**config.mk**
```make
export PLATFORM = sky130hd
export DESIGN_NAME = cca_run_tracker
export DESIGN_NICKNAME = d
export VERILOG_FILES = /design/src/hdl/contiguous_cell_allocator_core_macros.svh /design/src/hdl/cca_pkg.sv /design/src/hdl/cca_run_tracker.sv
export SDC_FILE = /design/constraint.sdc
export NUM_CORES = 1
export LEC_CHECK = 0
export BUFFER_PORTS_ARGS = -buffer_cell sky130_fd_sc_hd__buf_2
export CORE_MARGIN = 1.5
export CORE_UTILIZATION = 45
export CTS_CLUSTER_SIZE = 24
export DETAILED_ROUTE_END_ITERATION = 7
export PLACE_DENSITY = 0.65
export REMOVE_ABC_BUFFERS = 1
export SYNTH_ARGS = -nofsm -noshare
export SYNTH_HDL_FRONTEND = slang
export SYNTH_SLANG_ARGS = --single-unit
export TNS_END_PERCENT = 1
```
**constraint.sdc**
```tcl
create_clock -name clock -period 2.3 [get_ports clock]
set_input_delay 0.23 -clock clock [delete_from_list [all_inputs] [get_ports clock]]
set_output_delay 0.23 -clock clock [all_outputs]
set_load 0.01 [all_outputs]
```
**src/hdl/contiguous_cell_allocator_core_macros.svh**
```systemverilog
// assertion macros for the contiguous cell allocator
`ifndef CONTIGUOUS_CELL_ALLOCATOR_CORE_MACROS_SVH
`define CONTIGUOUS_CELL_ALLOCATOR_CORE_MACROS_SVH

// consequent checked in the same cycle as the antecedent
`define CCA_ASSERT_NOW(label, clk, rst, ante, cons) \
   label: assert property (@(posedge clk) disable iff (rst) (ante) |-> (cons)) \
      else $error("cca assertion failed");

// consequent checked in the cycle after the antecedent
`define CCA_ASSERT_NEXT(label, clk, rst, ante, cons) \
   label: assert property (@(posedge clk) disable iff (rst) (ante) |=> (cons)) \
      else $error("cca assertion failed");

`endif

```
**src/hdl/cca_pkg.sv**
```systemverilog
// shared constants, codes and types of the contiguous cell allocator
package cca_pkg;

   localparam int CELL_COUNT_DEF = 1024;
   localparam int TAG_BITS_DEF   = 16;

   localparam int TAG_W    = 16;
   localparam int SIZE_W   = 11;
   localparam int STATUS_W = 2;
   localparam int START_W  = 10;
   localparam int FREED_W  = 11;
   localparam int POLICY_W = 2;

   localparam logic [POLICY_W-1:0] FIT_FIRST = 2'd0;
   localparam logic [POLICY_W-1:0] FIT_BEST  = 2'd1;
   localparam logic [POLICY_W-1:0] FIT_WORST = 2'd2;

   localparam logic ACT_ALLOC = 1'b0;
   localparam logic ACT_CLEAR = 1'b1;

   localparam logic [STATUS_W-1:0] ST_ALLOC   = 2'd0;
   localparam logic [STATUS_W-1:0] ST_NOFIT   = 2'd1;
   localparam logic [STATUS_W-1:0] ST_CLEARED = 2'd2;
   localparam logic [STATUS_W-1:0] ST_ZERO    = 2'd3;

   // control from the sequencer to the run tracker
   typedef struct packed {
      logic start;
      logic step;
      logic is_free;
   } run_ctl_type;

endpackage

```
**src/hdl/cca_run_tracker.sv**
```systemverilog
// free run tracker: measures runs one cell a step and keeps the policy's pick
module cca_run_tracker
   import cca_pkg::*;
#(
   parameter int CELL_COUNT = CELL_COUNT_DEF,
   localparam int AW = $clog2(CELL_COUNT),
   localparam int CW = $clog2(CELL_COUNT + 1),
   localparam int LW = (CW > SIZE_W) ? CW : SIZE_W
) (
   input  logic                clock,
   input  logic                reset,
   input  run_ctl_type         ctl,
   input  logic [AW-1:0]       idx,
   input  logic [SIZE_W-1:0]   size,
   input  logic [POLICY_W-1:0] policy,
   output logic                have,
   output logic [AW-1:0]       pick_start
);

   logic          have_ff, have_in;
   logic [CW-1:0] run_len_ff, run_len_in;
   logic [AW-1:0] run_start_ff, run_start_in;
   logic [CW-1:0] pick_len_ff, pick_len_in;
   logic [AW-1:0] pick_start_ff, pick_start_in;
   logic          fits;
   logic          take;

   assign fits = (LW'(run_len_ff) >= LW'(size)) && (run_len_ff != '0);

   always_comb begin
      take = !have_ff;
      if (policy == FIT_BEST && run_len_ff < pick_len_ff) begin
         take = 1'b1;
      end
      if (policy == FIT_WORST && run_len_ff > pick_len_ff) begin
         take = 1'b1;
      end
   end

   always_comb begin
      have_in       = have_ff;
      run_len_in    = run_len_ff;
      run_start_in  = run_start_ff;
      pick_len_in   = pick_len_ff;
      pick_start_in = pick_start_ff;
      if (ctl.start) begin
         have_in       = 1'b0;
         run_len_in    = '0;
         pick_len_in   = '0;
         pick_start_in = '0;
      end else if (ctl.step) begin
         if (ctl.is_free) begin
            if (run_len_ff == '0) begin
               run_start_in = idx;
            end
            run_len_in = run_len_ff + CW'(1);
         end else begin
            // a run just ended
            if (fits && take) begin
               have_in       = 1'b1;
               pick_len_in   = run_len_ff;
               pick_start_in = run_start_ff;
            end
            run_len_in = '0;
         end
      end
   end

   always_ff @(posedge clock) begin
      if (reset) begin
         have_ff    <= 1'b0;
         run_len_ff <= '0;
      end else begin
         have_ff    <= have_in;
         run_len_ff <= run_len_in;
      end
   end

   always_ff @(posedge clock) begin
      run_start_ff  <= run_start_in;
      pick_len_ff   <= pick_len_in;
      pick_start_ff <= pick_start_in;
   end

   assign have       = have_ff;
   assign pick_start = pick_start_ff;

endmodule

```
==> run metrics, run 1 <==
CP Cell Sequence=inv_2 -> ha_4 -> nand4_1 -> a211oi_2 -> a2111oi_4 -> mux2i_2 -> a211oi_4 -> buf_6 -> clkbuf_16 -> mux2i_1; RSZ-0062 raised after global routing=yes; drt first pass iters=4; FF+latch count, synth=43; WS Path Type=flop to flop; FP Rows=26; number of synthesized flops with an enable pin=10; R2R cell count=10; status=finished clean; Hold Violations, Final=0; Pleak=1.23 nW; Num CTS Buffers=5; Netlist cell types=34; hold path depth=1; Hold Crit Class=primary input to flop; endpoints failing setup=0; share of cells above drive strength 1=33.0%; Crit path largest cell delay=0.34 ns; post-synthesis sequential area ratio=39.4%; Comb power frac=5.5%; worst slew pin tran=0.629 ns; number of global-route vias before repair=1757; die area=0.00587 mm^2; Buffers on Ports=38; clock insertion delay at the later pin of the skew report=0.31 ns; Post-CTS Hold Fix Bufs=0; first-pass GRT wire length=8160 um; Crit path required time=2.53 ns; CTS tree=done; WL/cell=14.1 um; DRT iter0 DRCs=96; final core occ=60.2%; Layout Nets=351; PD cells=468 mW/mm^2; slowest stage cell on the critical path=dfxtp_2; antenna violations before repair=0; area of the mapped netlist=0.00244 mm^2; syn avg cell area=10.0 um^2; via/cell ratio=4.91; fmax=0.438 GHz; Worst setup SP type=flop; detailed placement HPWL=3610 um; DRC=0; switching share of power=21.8%; DR vias=1818; clock sink total=43; Die W=76.6 um; crit-path max FO=5; slew margin rel.=57.8%; Seq pwr share=53.5%; Die Y=76.6 um; All-Layer GR Usage=17.7%; max capacitance violation total=0; filler cell count=444; largest net degree at the start of global routing=38; Layout Cells excl Fill=370; worst vdd ir=433 uV; antenna-violating nets left=0; initial cell density of the core=47.2%; Largest delay share family, worst path=compound AO/OA/AOI/OAI gates; P_int=0.00114 W; CP Capture Type=flop; CP Depth=10; Cells after DPL=357; Clock Path Buffers=2; min cycle time layout=2.29 ns; Yosys warnings=0; Clock Skew=0.00770 ns; grt total ovfl=0; I/O pins=39; Clk pwr share=40.9%; Post-Syn Instances=243; GP Congestion=0.751; predominant post-synthesis flop cell=dfxtp_1; Critical Path AT=2.52 ns; ant diodes=0; CP bufs+invs=3; Slew Limit Fails=0; CTS Root Buffer Type=clkbuf_8; Routed WL=5200 um; commonest non-fill, non-tap cell in the layout=buf_2; share of flip-flops with an asynchronous set or reset=0%; Net Sw Power=0.000317 W; clk slew on worst S/H paths=0.09 ns; core area=0.00517 mm^2; Layout area overhead=27.5%; period utilization=99.4%; commonest cells after routing, fill and taps aside=buf_2, nand2b_1, dfxtp_1; H-tree Lvls=2
==> stage by stage <==
| stage | hold WS, ns | power (W) | worst slack, ns | TNS [ns] | cell area, um^2 |
|---|---|---|---|---|---|
| after floorplan | 0.307 | 0.000833 | -0.298 | -6.46 | 2390 |
| after global placement | 0.406 | 0.000876 | 0.193 | 0 | 2790 |
| after detailed placement | 0.410 | 0.000879 | 0.129 | 0 | 2790 |
| after CTS | 0.0933 | 0.00146 | 0.0991 | 0 | 2900 |
| after global routing | 0.0814 | 0.00152 | -0.0639 | -0.687 | 3110 |
| final | 0.0958 | 0.00146 | 0.0144 | 0 | 3110 |
==> logic make-up (layout without fill, tap and decap cells) <==
| group | after synthesis | after routing | synth area share (%) |
|---|---|---|---|
| multiplexers | 22 | 22 | 9.03 |
| XOR/XNOR | 6 | 6 | 2.15 |
| AO/OA/AOI/OAI | 30 | 30 | 10.5 |
| AND/OR/NAND/NOR | 84 | 84 | 20.5 |
| adder cells (fa/ha/maj) | 24 | 24 | 12.3 |
| flip-flops | 43 | 43 | 39.4 |
| buffers and inverters | 34 | 91 | 6.15 |
==> cell type report <==
class | count | area, um^2 | area share [%]
Clock buffer | 5 | 68.8 | 2.21
Clock inverter | 3 | 43.8 | 1.41
Inverter | 27 | 101 | 3.26
Multi-Input combinational cell | 166 | 1450 | 46.6
Sequential cell | 43 | 971 | 31.2
Tap cell | 70 | 87.6 | 2.81
Timing Repair Buffer | 56 | 388 | 12.5
==> cell usage after synthesis, types with 5 or more instances <==
master / n / area [um^2]
nand2_1: 7 / 26.3
nand4_1: 8 / 50.1
a21oi_1: 7 / 35.0
xor2_1: 6 / 52.6
nand2b_1: 29 / 181
inv_1: 27 / 101
o21ai_0: 7 / 35.0
clkbuf_1: 5 / 18.8
edfxtp_1: 10 / 300
nand3_1: 5 / 25.0
mux2i_1: 22 / 220
ha_1: 24 / 300
dfxtp_1: 33 / 661
nor2_1: 9 / 33.8
or2b_1: 14 / 105
==> power groups by stage <==
stage | Clock [W] | Sequential (W) | Combinational, W
after floorplan | 0 | 0.000797 | 0.0000361
after global placement | 0 | 0.000797 | 0.0000788
after detailed placement | 0 | 0.000798 | 0.0000813
after CTS | 0.000603 | 0.000780 | 0.0000816
after global routing | 0.000646 | 0.000781 | 0.0000908
final | 0.000596 | 0.000780 | 0.0000805
==> repair_timing <==
item	4_1_cts	5_1_grt
resized for setup	0	27
setup endpoints to repair	0	22
setup buffers	0	2
==> worst register-to-register path: cells and delay by family (launching register included) <==
family / cells / cell delay, ns
fa+ha+maj: 1 / 0.26
flops: 1 / 0.34
simple gates: 1 / 0.18
buf+inv: 3 / 0.36
mux: 2 / 0.37
compound gates: 3 / 0.71
==> path summary, 6_finish.rpt <==
check | startpoint | end | slack (ns)
setup / recovery | pick_len_ff[4]$_SDFFE_PP0P_ | pick_len_ff[9]$_SDFFE_PP0P_ | 0.01
hold / removal | idx[3] | run_start_ff[3]$_DFFE_PP_ | 0.1
setup reg to reg | pick_len_ff[4]$_SDFFE_PP0P_ | pick_len_ff[9]$_SDFFE_PP0P_ | 0.01
hold reg to reg | pick_start[2]$_SDFFE_PP0P_ | pick_start[2]$_SDFFE_PP0P_ | 0.47
==> per-layer routing <==
metal / global-route usage, % / part of all wire, %
met4: 7.41 / 1.5
met3: 3.35 / 2.8
met2: 30.0 / 51
met5: 0 / 0
met1: 22.1 / 45
==> state kept, by name, summed over array words and instances, names as in the netlist <==
| register | cells |
|---|---|
| pick_len_ff | 11 |
| run_len_ff | 11 |
| run_start_ff | 10 |
| pick_start | 10 |
| have | 1 |
(Power assumes the default switching activity.)
==> run 2, diff against run 1 <==
- ABC_AREA: not set -> 1
==> run 2 against run 1 <==
Effect of this change:
- critical path depth is 2 higher
- critical path type unchanged
- fmax is 8.6% higher
- clock power is 3% lower
- critical endpoint is now pick_start[7]$_SDFFE_PP0P_
- largest cell class unchanged
- highest routed layer unchanged
==> run metrics, run 2 <==
slew margin rel.=53.9% (-3.9 points); DRC=0 (unchanged); number of synthesized flops with an enable pin=10 (unchanged); Top Registers=pick_len_ff: 11 flops, run_len_ff: 11 flops; DRT iter0 DRCs=102 (+6.3%); Post CTS Setup Buffer Count=0 (unchanged); Worst setup SP type=flop; area leader, netlist=dfxtp_1; ant diodes=0 (unchanged); GRT met1 Usage=22.1% (about the same); share of the synthesized area in the top cell type=24.4% (-2.7 points); Clock Skew=0.00584 ns (-0.00186 ns); PD cells=479 mW/mm^2 (+2.3%); post-synthesis sequential area ratio=35.5% (-3.9 points); met2 Usage GRT=30.3% (+0.25 points); Die Y=80.5 um (+5.1%); Layout Cells excl Fill=454 (+23%); Num CTS Buffers=5 (unchanged); Hold Crit Class=primary input to flop; final core occ=51.7% (-8.5 points); clock sink total=43 (unchanged); H-tree Lvls=2 (unchanged); Hold Violations, Final=0 (unchanged); clk slew on worst S/H paths=0.08 ns (about the same); Crit path required time=2.49 ns (-0.04 ns); max capacitance violation total=0 (unchanged); Pleak=1.41 nW (+15%); CP Capture Type=flop; GR Util met3=4.43% (+1.1 points); Yosys warnings=0 (unchanged); die area=0.00649 mm^2 (+10%); Commonest cells post-synth=nand2_1, inv_1, a21oi_1, dfxtp_1, nor2_1; RSZ-0062 raised after global routing=no; Fin Setup TNS=0 ns (unchanged); antenna-violating nets left=0 (unchanged); FP Rows=28 (+7.7%); syn avg cell area=8.00 um^2 (-20%); crit-path max FO=21 (+16); All-Layer GR Usage=17.6% (-0.17 points); Die W=80.5 um (+5.1%); fmax=0.475 GHz (+8.6%); FF+latch count, synth=43 (unchanged); first-pass GRT wire length=8930 um (+9.5%); Layout area overhead=11.7%; share of flip-flops with an asynchronous set or reset=0% (unchanged); WS Path Type=flop to flop; core area=0.00585 mm^2 (+13%); Critical Path AT=2.30 ns (-0.22 ns); worst slew pin tran=0.691 ns (+0.0623 ns); period utilization=91.5% (-7.9 points); Post-Syn Instances=338 (+39%); largest net degree at the start of global routing=44 (+16%); Cells after DPL=445 (+25%); commonest non-fill, non-tap cell in the layout=nand2_1; Buffers on Ports=38 (unchanged); grt total ovfl=0 (unchanged); status=finished clean; Routed WL=5310 um (+2.0%); min cycle time layout=2.10 ns (-0.182 ns); area of the mapped netlist=0.00271 mm^2 (+11%); predominant post-synthesis flop cell=dfxtp_1; Post-CTS Hold Fix Bufs=0 (unchanged); initial cell density of the core=46.2% (-0.93 points); GP Congestion=0.756 (+0.76%); number of global-route vias before repair=2117 (+20%); via/cell ratio=4.93 (+0.24%); clock insertion delay at the later pin of the skew report=0.30 ns (about the same); top-count cell post-synth=nand2_1; Netlist cell types=27 (-21%); drt first pass iters=5 (+1); I/O pins=39 (unchanged); antenna violations before repair=0 (unchanged); detailed placement HPWL=3820 um (+6.0%); Layout Nets=430 (+23%); commonest cells after routing, fill and taps aside=nand2_1, inv_1, buf_2; share of cells above drive strength 1=26.6% (-6.4 points); PostCTS Resize Cnt=0 (unchanged); WL/cell=11.7 um (-17%); grt peak-use layer=met2; Clock Path Buffers=2 (unchanged); CTS tree=done; endpoints failing setup=0 (unchanged); DR vias=2236 (+23%); Slew Limit Fails=0 (unchanged); ranking of synthesized cells by area=dfxtp_1, edfxtp_1, ha_1; worst vdd ir=355 uV (-18%); CTS Root Buffer Type=clkbuf_8
## run 2: cell count changes in the layout (fill, tap and decap cells not counted), sizes merged, moves of 24 or more
cell	previous run	this run
inv	27	65
nor2	9	39
nand3	5	29
nand2b	29	0
a21oi	10	35
nand2	7	68
## run 2: cells by family (layout without fill, tap and decap cells)
group	after synthesis	after routing	synth area share, %
AOI/OAI and AO/OA	40	40	7.82
adders and majority gates	24	24	11.1
buffers and inverters	75	115	13.8
DFF	43	43	35.5
and+or+nand+nor	156	157	31.7
## run 2: worst max-delay path: stages (launching register included)
cell     delay (ns)
dfxtp_1        0.41
ha_1           0.37
nand2_1        0.06
inv_1          0.05
nand2_1        0.05
nor2_1         0.09
nand2_1        0.06
nand3_1        0.07
nor2_2         0.09
nor2_4         0.50
nand3_2        0.13
nand2_1        0.08
nor2_1         0.05
## run 2: power by group
part	total (W)	leakage (nW)	internal, W	switching [W]
Sequential	0.000780	0.358	0.000778	0.00000197
Clock	0.000578	0.0556	0.000318	0.000260
Combinational	0.0000892	0.998	0.0000371	0.0000522
Total	0.00145	1.41	0.00113	0.000314
## run 2: metal layers
metal / share of wire, % / wire (um)
met1: 48 / 2540
met2: 49 / 2570
met3: 3.1 / 165
met4: 0.51 / 27
met5: 0 / 0
## run 2: final cells by class
class | count | area, um^2
clock buffer | 5 | 68.8
clock inverter | 3 | 38.8
fill | 570 | 2830
inverter | 65 | 244
multi-input combinational | 221 | 1380
sequential | 43 | 963
tap | 75 | 93.8
timing repair buffer | 42 | 233
## run 2: final timing paths
check	from	to	slack [ns]	cells past startpoint
min reg2reg	pick_start[4]$_SDFFE_PP0P_	pick_start[4]$_SDFFE_PP0P_	0.48	2
max	run_len_ff[4]$_SDFFE_PP0P_	pick_start[7]$_SDFFE_PP0P_	0.20	12
max reg2reg	run_len_ff[4]$_SDFFE_PP0P_	pick_start[7]$_SDFFE_PP0P_	0.20	12
min	idx[3]	run_start_ff[3]$_DFFE_PP_	0.10	1
## run 2: through the flow
step                hold WS [ns]  area (um^2)  power, W  worst slack, ns
CTS                       0.0953         3010   0.00146            0.149
global placement           0.406         2900  0.000884            0.185
floorplan                  0.329         2570  0.000847            0.303
detailed placement         0.408         2900  0.000887            0.165
finish                     0.102         3020   0.00145            0.196
global route              0.0842         3020   0.00151           0.0343
